File: src/hw/rtl/hcbd_pkg.sv
// Types and constants for the handheld console bus decoder.
// No dependencies; used by every module of the block but hcbd_ram.
package hcbd_pkg;

   // Target codes
   localparam logic [3:0] TGT_NONE   = 4'd0;
   localparam logic [3:0] TGT_BOOT   = 4'd1;
   localparam logic [3:0] TGT_CROM   = 4'd2;
   localparam logic [3:0] TGT_VRAM   = 4'd3;
   localparam logic [3:0] TGT_CRAM   = 4'd4;
   localparam logic [3:0] TGT_OAM    = 4'd5;
   localparam logic [3:0] TGT_PAD    = 4'd6;
   localparam logic [3:0] TGT_TIMER  = 4'd7;
   localparam logic [3:0] TGT_IF     = 4'd8;
   localparam logic [3:0] TGT_APU    = 4'd9;
   localparam logic [3:0] TGT_WAVE   = 4'd10;
   localparam logic [3:0] TGT_PPU    = 4'd11;
   localparam logic [3:0] TGT_DMA    = 4'd12;
   localparam logic [3:0] TGT_IE     = 4'd13;

   localparam logic OP_READ  = 1'b0;
   localparam logic OP_WRITE = 1'b1;

   // I/O register offsets (low address byte in page FF)
   localparam logic [7:0] IO_PAD    = 8'h00;
   localparam logic [7:0] IO_IF     = 8'h0F;
   localparam logic [7:0] IO_LY     = 8'h44;
   localparam logic [7:0] IO_OAMDMA = 8'h46;
   localparam logic [7:0] IO_KEY0   = 8'h4C;
   localparam logic [7:0] IO_KEY1   = 8'h4D;
   localparam logic [7:0] IO_VBK    = 8'h4F;
   localparam logic [7:0] IO_BOOT   = 8'h50;
   localparam logic [7:0] IO_HDMA5  = 8'h55;
   localparam logic [7:0] IO_OPRI   = 8'h6C;
   localparam logic [7:0] IO_SVBK   = 8'h70;
   localparam logic [7:0] WAVE_BASE = 8'h30;

   localparam logic [7:0] OPEN_BUS  = 8'hFF;
   localparam logic [2:0] BANK_DFLT = 3'd1;

   localparam int WRAM_BANK_BYTES = 4096;
   localparam int BANK_OFS_W      = $clog2(WRAM_BANK_BYTES);
   localparam int HRAM_BYTES      = 127;
   localparam int HRAM_AW         = $clog2(HRAM_BYTES);

   typedef struct packed {
      logic        operation;
      logic [15:0] address;
      logic [7:0]  write_data;
   } req_type;

   typedef struct packed {
      logic [3:0]  target;
      logic [14:0] target_address;
      logic        target_write;
      logic [7:0]  forward_data;
      logic        read_valid;
      logic [7:0]  read_data;
   } rsp_type;

   // Where the read byte comes from
   typedef enum logic [1:0] {
      SRC_REG  = 2'd0,
      SRC_WRAM = 2'd1,
      SRC_HRAM = 2'd2
   } src_type;

   // Local state seen by the decoder
   typedef struct packed {
      logic       cart_present;
      logic       boot_on;
      logic [2:0] bank;
      logic [7:0] mode_key;
      logic [7:0] speed_key;
   } state_type;

   // Store and register write controls from the decoder
   typedef struct packed {
      logic    wram_en;
      logic    wram_we;
      logic    wram_banked;
      logic    hram_en;
      logic    hram_we;
      logic    bank_we;
      logic    boot_clr;
      logic    mode_we;
      logic    speed_we;
      src_type src;
   } ctl_type;

endpackage

File: src/hw/rtl/hcbd_decode.sv
// Address decoder: memory map, routing, local register reads and write controls.
// Depends on hcbd_pkg.
module hcbd_decode (
   input  hcbd_pkg::req_type   req,
   input  hcbd_pkg::state_type st,
   output hcbd_pkg::rsp_type   rsp,
   output hcbd_pkg::ctl_type   ctl
);

   logic        wr;
   logic [15:0] a;
   logic [7:0]  io;
   logic [7:0]  io_off;
   logic        local_acc;
   logic [3:0]  tgt;
   logic [14:0] toff;
   logic [7:0]  rd;

   always_comb begin
      wr        = (req.operation == hcbd_pkg::OP_WRITE);
      a         = req.address;
      io        = a[7:0];
      io_off    = 8'h00;
      local_acc = 1'b0;
      tgt       = hcbd_pkg::TGT_NONE;
      toff      = '0;
      rd        = hcbd_pkg::OPEN_BUS;
      ctl       = '0;
      ctl.src   = hcbd_pkg::SRC_REG;

      priority if (!a[15]) begin
         // ROM area; boot overlay leaves 0100-01FF to the cartridge
         if (st.boot_on && (a[15:8] != 8'h01)) begin
            if (!wr) begin
               tgt  = hcbd_pkg::TGT_BOOT;
               toff = a[14:0];
            end
         end else if (st.cart_present) begin
            tgt  = hcbd_pkg::TGT_CROM;
            toff = a[14:0];
         end else begin
            local_acc = 1'b1;
         end
      end else if (a[15:13] == 3'b100) begin
         tgt  = hcbd_pkg::TGT_VRAM;
         toff = {2'b00, a[12:0]};
      end else if (a[15:13] == 3'b101) begin
         if (st.cart_present) begin
            tgt  = hcbd_pkg::TGT_CRAM;
            toff = {2'b00, a[12:0]};
         end else begin
            local_acc = 1'b1;
         end
      end else if (a[15:8] <= 8'hFD) begin
         // C000-FDFF: pages C/E fixed bank, D/F switchable bank
         local_acc       = 1'b1;
         ctl.wram_en     = 1'b1;
         ctl.wram_we     = wr;
         ctl.wram_banked = a[12];
         ctl.src         = hcbd_pkg::SRC_WRAM;
      end else if (a[15:8] == 8'hFE) begin
         tgt  = hcbd_pkg::TGT_OAM;
         toff = {7'd0, io};
      end else if (a == 16'hFFFF) begin
         tgt  = hcbd_pkg::TGT_IE;
         toff = {7'd0, io};
      end else if (a[7]) begin
         local_acc   = 1'b1;
         ctl.hram_en = 1'b1;
         ctl.hram_we = wr;
         ctl.src     = hcbd_pkg::SRC_HRAM;
      end else begin
         local_acc = 1'b1;
         priority if (io == hcbd_pkg::IO_PAD) begin
            tgt = hcbd_pkg::TGT_PAD;
         end else if (io >= 8'h04 && io <= 8'h07) begin
            tgt = hcbd_pkg::TGT_TIMER;
         end else if (io == hcbd_pkg::IO_IF) begin
            tgt = hcbd_pkg::TGT_IF;
         end else if (io >= 8'h10 && io <= 8'h27) begin
            tgt = hcbd_pkg::TGT_APU;
         end else if (io >= 8'h30 && io <= 8'h3F) begin
            tgt = hcbd_pkg::TGT_WAVE;
         end else if ((io >= 8'h40 && io <= 8'h4B && io != hcbd_pkg::IO_LY &&
                       io != hcbd_pkg::IO_OAMDMA) || io == hcbd_pkg::IO_VBK ||
                      (io >= 8'h68 && io <= 8'h6B)) begin
            tgt = hcbd_pkg::TGT_PPU;
         end else if (io == hcbd_pkg::IO_LY) begin
            if (!wr) tgt = hcbd_pkg::TGT_PPU;
         end else if (io == hcbd_pkg::IO_OAMDMA) begin
            if (wr) tgt = hcbd_pkg::TGT_PPU;
         end else if (io == hcbd_pkg::IO_OPRI) begin
            if (!wr || st.boot_on) tgt = hcbd_pkg::TGT_PPU;
         end else if (io >= 8'h51 && io <= 8'h54) begin
            if (wr) tgt = hcbd_pkg::TGT_DMA;
         end else if (io == hcbd_pkg::IO_HDMA5) begin
            tgt = hcbd_pkg::TGT_DMA;
         end else if (io == hcbd_pkg::IO_KEY0) begin
            ctl.mode_we = wr && st.boot_on;
            rd          = st.mode_key;
         end else if (io == hcbd_pkg::IO_KEY1) begin
            ctl.speed_we = wr;
            rd           = st.mode_key[2] ? hcbd_pkg::OPEN_BUS : st.speed_key;
         end else if (io == hcbd_pkg::IO_BOOT) begin
            ctl.boot_clr = wr;
            rd           = {7'd0, st.boot_on};
         end else if (io == hcbd_pkg::IO_SVBK) begin
            ctl.bank_we = wr;
            rd          = {5'd0, st.bank};
         end else begin
            rd = hcbd_pkg::OPEN_BUS;
         end
         if (tgt != hcbd_pkg::TGT_NONE) begin
            local_acc = 1'b0;
            io_off    = (tgt == hcbd_pkg::TGT_WAVE) ? (io - hcbd_pkg::WAVE_BASE) : io;
            toff      = {7'd0, io_off};
         end
      end

      rsp.target         = tgt;
      rsp.target_address = toff;
      rsp.target_write   = wr && (tgt != hcbd_pkg::TGT_NONE);
      rsp.forward_data   = rsp.target_write ? req.write_data : 8'h00;
      rsp.read_valid     = !wr && local_acc;
      rsp.read_data      = rsp.read_valid ? rd : 8'h00;
      if (!rsp.read_valid) begin
         ctl.src = hcbd_pkg::SRC_REG;
      end
   end

endmodule

File: config.mk
export PLATFORM = sky130hd
export DESIGN_NAME = hcbd_decode
export DESIGN_NICKNAME = d
export VERILOG_FILES = /design/src/hw/rtl/hcbd_pkg.sv /design/src/hw/rtl/hcbd_decode.sv
export SDC_FILE = /design/constraint.sdc
export NUM_CORES = 1
export LEC_CHECK = 0
export BUFFER_PORTS_ARGS = -buffer_cell sky130_fd_sc_hd__buf_4
export CAP_MARGIN = 15
export CORE_MARGIN = 8
export CORE_UTILIZATION = 30
export DETAILED_ROUTE_END_ITERATION = 16
export PLACE_DENSITY = 0.6
export SLEW_MARGIN = 20
export SYNTH_ARGS = -nofsm -noshare
export SYNTH_HDL_FRONTEND = slang
export SYNTH_SLANG_ARGS = --single-unit
File: constraint.sdc
create_clock -name vclk -period 6.68
set_clock_uncertainty 0.2 [all_clocks]
set_input_delay 1.336 -clock vclk [all_inputs]
set_output_delay 1.336 -clock vclk [all_outputs]
set_load 0.005 [all_outputs]
* After elaboration in Yosys (flattened, before gate mapping)
Index checks and enable logic that the tools add are counted.
** Operators by class
- Equality and inequality tests :: 18
- Magnitude comparators :: 13
- Add/sub/neg operators :: 1
- Reductions and logical operators :: 19
- Muxes and demuxes :: 112
** Operator list (count)
- $mux 8 :: 29
- $mux 4 :: 42
- $mux 15 :: 10
- $eq 8x7->1 const B :: 9
- $mux 11 :: 3
- $ge 8x7->1 const B :: 3
- $le 8x7->1 const B :: 3
- $mux 1 :: 17
- $eq 16x16->1 const B :: 1
- $le 8x6->1 const B :: 2
- $ne 8x7->1 const B :: 2
- $mux 2 :: 7
- $mux 13 :: 1
- $logic_and 1x1->1 :: 12
- $eq 8x4->1 const B :: 1
- $eq 8x8->1 const B :: 1
- $ge 8x3->1 const B :: 1
- $ge 8x5->1 const B :: 1
- $ge 8x6->1 const B :: 1
- $le 8x3->1 const B :: 1
- $le 8x8->1 const B :: 1
- $logic_not 8->1 :: 1
- $ne 8x1->1 const B :: 1
- $reduce_bool 4->1 :: 2
- 7 further kinds :: 11
** Storage, ports and cells
- Logic and storage cells :: 163
- Register bits after elaboration :: 0
- Bits of input ports :: 46

* Longest topological paths before layout
Gate-level depths: netlist of run 1.
- Depth in word-level cells :: 30
- Depth in mapped cells :: 10
- Mapped depth without buffers :: 9

* Worst setup path before layout of run 1
Ideal clock, no wire load.
- Path type :: input to output
- From :: input port req[13] in the netlist's numbering
- To :: output port rsp[12] in the netlist's numbering
- Data required time :: 5144 ps
- Data arrival time :: 3526 ps
- Stages :: 10
- Buffers on the path :: 1
- Slack :: 1618 ps
- Path through :: inv_1 > ha_1 > a21boi_0 > o31a_1 > o21ba_1 > a31oi_1 > a21o_1 > or4_4 > buf_6 > and3_1
** RTL lines
- start, declared :: line hcbd_decode.sv:4 : input hcbd_pkg::req_type req,
- end, declared :: line hcbd_decode.sv:6 : output hcbd_pkg::rsp_type rsp,

==> results of run 1 <==
==> cell usage after synthesis, drive strengths merged (2+ instances only) <==
library cell / count / area, um2
nand2b: 3 / 18.8
nor4bb: 3 / 30.0
o31a: 2 / 17.5
a21boi: 2 / 15.0
ha: 5 / 62.6
nor2b: 6 / 37.5
nor4: 3 / 18.8
a211o: 3 / 26.3
inv: 7 / 26.3
o21ai: 15 / 75.1
nor3b: 3 / 22.5
a31oi: 5 / 31.3
or3: 2 / 17.5
and4: 3 / 26.3
and2: 16 / 100
nand3b: 2 / 15.0
nand4: 7 / 50.1
and3: 10 / 62.6
o221ai: 2 / 17.5
o21a: 3 / 22.5
a211oi: 3 / 22.5
mux2i: 2 / 20.0
a21o: 3 / 22.5
buf: 8 / 48.8
nand3: 5 / 25.0
nand2: 12 / 45.0
clkbuf: 7 / 26.3
o21ba: 2 / 20.0
nor3: 16 / 80.1
nor2: 25 / 93.8
a21oi: 13 / 65.1
nand4b: 2 / 17.5
==> power by group through the flow <==
stage	sequential, mW	clock, mW	combinational (mW)
finish	0	0	0.111
global route	0	0	0.123
CTS	0	0	0.111
detailed placement	0	0	0.111
global placement	0	0	0.111
floorplan	0	0	0.0545
==> worst min-delay path: cells and delay by family <==
| family | cells | cell delay (ps) |
|---|---|---|
| simple gates | 1 | 110 |
| buf+inv | 2 | 190 |
==> placed cells by master, fill, tap and decap left out, types with 2 or more instances in the layout <==
cell type / synthesis / layout
a211o_1: 3 / 3
a211oi_1: 3 / 3
a21boi_0: 2 / 2
a21o_1: 3 / 3
a21oi_1: 13 / 13
a31oi_1: 5 / 5
and2_1: 16 / 16
and3_1: 10 / 10
and4_1: 3 / 3
buf_4: 1 / 94
ha_1: 5 / 5
inv_1: 7 / 7
mux2i_1: 2 / 2
nand2_1: 12 / 12
nand2b_1: 3 / 3
nand3_1: 5 / 5
nand3b_1: 2 / 2
nand4_1: 6 / 6
nand4b_1: 2 / 2
nor2_1: 25 / 25
nor2b_1: 6 / 6
nor3_1: 16 / 16
nor3b_1: 3 / 3
nor4_1: 3 / 3
nor4bb_1: 3 / 3
o21a_1: 3 / 3
o21ai_0: 12 / 12
o21ai_1: 3 / 3
o221ai_1: 2 / 2
o31a_1: 2 / 2
==> stage by stage <==
step	power (mW)	util, %	instances	cell area, um2
after floorplan	0.0545	-	215	1350
after global placement	0.111	47.2	346	2040
after detailed placement	0.111	47.2	346	2040
after CTS	0.111	47.2	346	2040
after global routing	0.123	47.2	346	2040
final	0.111	47.2	346	2040
==> per-layer routing <==
layer	wire length (um)	track usage, %
met1	2480	19.5
met2	2520	24.7
met3	556	4.59
met4	55	1.28
met5	0	0
==> logic make-up (layout without fill, tap and decap cells) <==
kind of cell	count (synthesis)	after routing	share of synthesized area [%]
muxes	2	2	1.49
and+or+nand+nor	122	122	52.3
buffers and inverters	22	101	7.54
adders and majority gates	5	5	4.65
xor gates and xnor gates	1	1	0.651
AOI/OAI and AO/OA	63	63	33.4
==> area by class of cell <==
class / instances / area share [%]
Timing Repair Buffer: 94 / 34.6
Inverter: 7 / 1.29
Multi-Input combinational cell: 193 / 60.9
Tap cell: 52 / 3.19
==> worst max-delay path by stage <==
stage / slack [ps] / end / from / depth (start not counted)
floorplan: 1620 / rsp[12] / req[13] / 10
global placement: 1130 / rsp[9] / req[13] / 11
detailed placement: 1150 / rsp[14] / req[13] / 11
CTS: 1140 / rsp[14] / req[13] / 11
global route: 980 / rsp[16] / req[13] / 11
finish: 1120 / rsp[14] / req[13] / 11
==> impl_results.md, run 1 <==
- Status: finished clean
- Post-CTS Setup Bufs: 0
- Maximum vdd drop: roughly 0.021 mV
- Worst-margin pin slew: between 800 and 900 ps
- Maximum fanout along the worst path: 14
- Internal power: between 50 and 60 uW
- Min-Delay Path Depth: 3
- Drt total wl: 5.62 mm
- Nets: approximately 350
- Clock Power Share: 0%
- Footprint of the multi-input gates: around 1200 um2
- Drt pass-1 iters: 4
- Synth-to-layout area growth: 51.7%
- Core ar.: around 4300 um2
- WL/cell: around 16 um
- Fin crit share: a little over four fifths
- Crit. End Element: primary output
- Final Max Slew Viols: 0
- Cells after Synth: 215
- Leak: 0.955 nW
- Critical Path, Cell by Cell: buf_4 > inv_1 > ha_1 > a21boi_0 > o31a_1 > o21ba_1 > a31oi_1 > a21o_1 > or4_4 > and3_1 > buf_4
- Kind of critical path: in2out
- Vias in the first global route: just under 2,000
- Slowest-stage cell, CP: or4_4
- Startpoint types: input port
- Full die area: approximately 7000 um2
- Hold_buf cts: 0
- Most frequent CP cell: buf_4
- P per Cell Area: 54.3 nW/um2
- Total number of vias: 1,936
- Std-Cell Rows: 24
- Max cap viols: 0
- Setup slack after layout: 1120 ps
- Fmax: 180 MHz
- Post-Syn Area per Cell: ~6.3 um2
- DRT iter0 DRCs: about 160
- Sequential power share: 0%
- Hold Crit Endpoint: rsp[28]
- Final Hold Fails: 0
- GRT Util Overall: between 10% and 20%
- DR DRC count: 0
- Worst hold path class: in2out
- Setup TNS: 0 ps
- CP delay by family, top: compound AO/OA/AOI/OAI gates
- Dpl ws: between 1000 and 1500 ps
- Fill cell count: 462
- Resized cells post-CTS: 0
- Psw: 53.4 uW
- First-pass GRT wire length: about 9.5 mm
- Synth Net Count: approximately 270
- Final setup fails: 0
- Die height: 83.0 um
- Ports: 94
- Dpl hpwl: 4.58 mm
- Largest net degree at the start of global routing: 30
- WP buf/inv: 3
- Yosys warns: 0
- Initial antenna violation count: 0
- Diode count: 0
- WP data arrival: ~4000 ps
- Switching share of power: between 40 and 50%
- Slew headroom: 42.2%
- Unrepaired setup endpoints after global routing: false
- Via/cell ratio: roughly 5.6
- Post-DRT Antenna Nets: 0
- Library cells used by synthesis: 53
- Post-synth design cell area: 1350 um2
- HP Start: req[18]
- Total grt overflow: 0
- # port buffers: 94
- Register Area: 0 um2
- Die X: between 80 and 90 um
- Sequential cell count: 0
- Worst EP required: 5140 ps
- Final critical-path required period: about 5600 ps
- Layout clock buffers: 0
- Share of cells above drive strength 1: around 34%
- Comb power frac: 100.0%
- GPL Wtd Cong: slightly below 0.9
- Sequential area share after synthesis: 0%
- CP max stage delay: around 600 ps
- WHS: about 2800 ps
- Starting density of the core: 31.1%
Power figures use the tool's default switching activity.
==> inputs of run 2 (changes only) <==
PLACE_DENSITY = 0.62   (was 0.6)
clock period = 5.1 ns   (was 6.68 ns; I/O delays follow)
==> run 2 against run 1 <==
  * Total power increased by 32%
  * Critical path type unchanged
  * Highest routed layer unchanged
  * Die area unchanged
  * First-iteration DRC count increased by 36%
  * Non-clock buffer count increased by 3
  * Critical path depth unchanged
  * Core utilization increased by 0.58 points
  * Via count increased by 2.0%
==> impl_results.md, run 2 (synthesis gave the netlist of run 1 again) <==
- Final critical-path required period: ~4900 ps
- HP Start: req[18]
- Die height: 83.0 um
- Crit path depth: 11
- Commonest non-fill, non-tap cell in the layout: buf_4
- Psw: between 70 and 80 uW
- DRT iter0 DRCs: about 220
- Die X: around 83 um
- DR DRC count: 0
- Min-Delay Path Depth: 3
- WL/cell: about 17 um
- # port buffers: 94
- Critical Path, Cell by Cell: buf_4 > inv_1 > ha_2 > a21boi_0 > o31a_1 > o21ba_1 > a31oi_1 > a21o_1 > or4_4 > and3_1 > buf_4
- Comb power frac: between 90% and 100%
- Via/cell ratio: 5.66
- Final Max Slew Viols: 0
- Share of cells above drive strength 1: 35.4%
- Most frequent cells in the layout: buf_4 (97), nor2_1 (25), nor3_1 (16), and2_1 (16), a21oi_1 (13)
- Full die area: a little under 7000 um2
- Footprint of the multi-input gates: about 1200 um2
- Largest net degree at the start of global routing: 30
- WP buf/inv: 3
- Unrepaired setup endpoints after global routing: false
- Final Hold Fails: 0
- Fmax: 205 MHz
- Drt pass-1 iters: 4
- GPL Wtd Cong: 0.923
- Slowest-stage cell, CP: or4_4
- Total number of vias: roughly 2,000
- Fin crit share: 95.6%
- Vias in the first global route: 1,968
- Maximum fanout along the worst path: 14
- Nets: 350
- Leak: approximately 0.97 nW
- Worst hold path class: in2out
- Setup TNS: 0 ps
- First-pass GRT wire length: ~9.8 mm
- GRT Util Overall: between 10% and 20%
- Core ar.: between 4000 and 5000 um2
- Post-CTS Setup Bufs: 0
- Total grt overflow: 0
- Status: finished clean
- Resized cells post-CTS: 0
- Maximum vdd drop: around 0.030 mV
- Internal power: roughly 76 uW
- Crit. End Element: primary output
- Setup slack after layout: ~230 ps
- Starting density of the core: a little under a third
- CP delay by family, top: compound AO/OA/AOI/OAI gates
- Startpoint types: input port
- Clock Power Share: 0%
- Fill cell count: just under 500
- Hold_buf cts: 0
- Hold Crit Endpoint: rsp[28]
- Layout clock buffers: 0
- Sequential cell count: 0
- Worst-margin pin slew: 704 ps
- Std-Cell Rows: 24
- Final setup fails: 0
- Slew headroom: 51.9%
- Dpl ws: slightly below 200 ps
- Ports: between 90 and 100
- Worst EP required: around 3900 ps
- Max cap viols: 0
- Kind of critical path: in2out
- Most frequent CP cell: buf_4
- Sequential power share: 0%
- Register Area: 0 um2
- Switching share of power: 48.4%
- CP max stage delay: 610 ps
- Drt total wl: around 5.8 mm
- WP data arrival: around 3700 ps
- P per Cell Area: ~71 nW/um2
- Initial antenna violation count: 0
- Post-DRT Antenna Nets: 0
- Dpl hpwl: ~4.6 mm
- Diode count: 0
- Synth-to-layout area growth: 53.6%
-- run 2: cell count changes in the layout (fill, tap and decap cells not counted) --
| cell | change |
|---|---|
| buf_4 | +3 |
| ha_2 | +1 |
| ha_1 | -1 |
-- run 2: layout make-up --
class                           count  share of cell area, %
Timing Repair Buffer               97                   35.3
Multi-Input combinational cell    193                   60.3
Inverter                            7                   1.27
Tap cell                           52                   3.15
-- run 2: power groups by stage --
| stage | clock network, mW | logic, mW | registers [mW] |
|---|---|---|---|
| 3_3_place_gp | 0 | 0.146 | 0 |
| 2_1_floorplan | 0 | 0.0713 | 0 |
| 5_1_grt | 0 | 0.161 | 0 |
| 4_1_cts | 0 | 0.146 | 0 |
| 3_5_place_dp | 0 | 0.145 | 0 |
| 6_report | 0 | 0.147 | 0 |
-- run 2: layer usage --
metal / part of all wire (%) / global-route usage (%)
met2: 44 / 24.4
met5: 0 / 0
met4: 1.2 / 2.08
met1: 45 / 21.2
met3: 9.5 / 4.59
-- run 2: how the worst max path moves through the flow --
stage	start	endpoint	slack (ps)
2_1_floorplan	req[13]	rsp[12]	670
3_5_place_dp	req[13]	rsp[13]	190
4_1_cts	req[13]	rsp[13]	180
6_report	req[13]	rsp[13]	230
3_3_place_gp	req[13]	rsp[12]	220
5_1_grt	req[13]	rsp[10]	90
-- run 2: through the flow --
| step | utilization [%] | hold WS [ps] | instance area [um2] | instances | power [mW] |
|---|---|---|---|---|---|
| finish | 47.8 | 2130 | 2070 | 349 | 0.147 |
| global route | 47.8 | 2150 | 2070 | 349 | 0.161 |
| CTS | 47.7 | 2130 | 2060 | 349 | 0.146 |
| detailed placement | 47.7 | 2130 | 2060 | 349 | 0.145 |
| global placement | 47.7 | 2140 | 2060 | 349 | 0.146 |
| floorplan | - | 1890 | 1350 | 215 | 0.0713 |
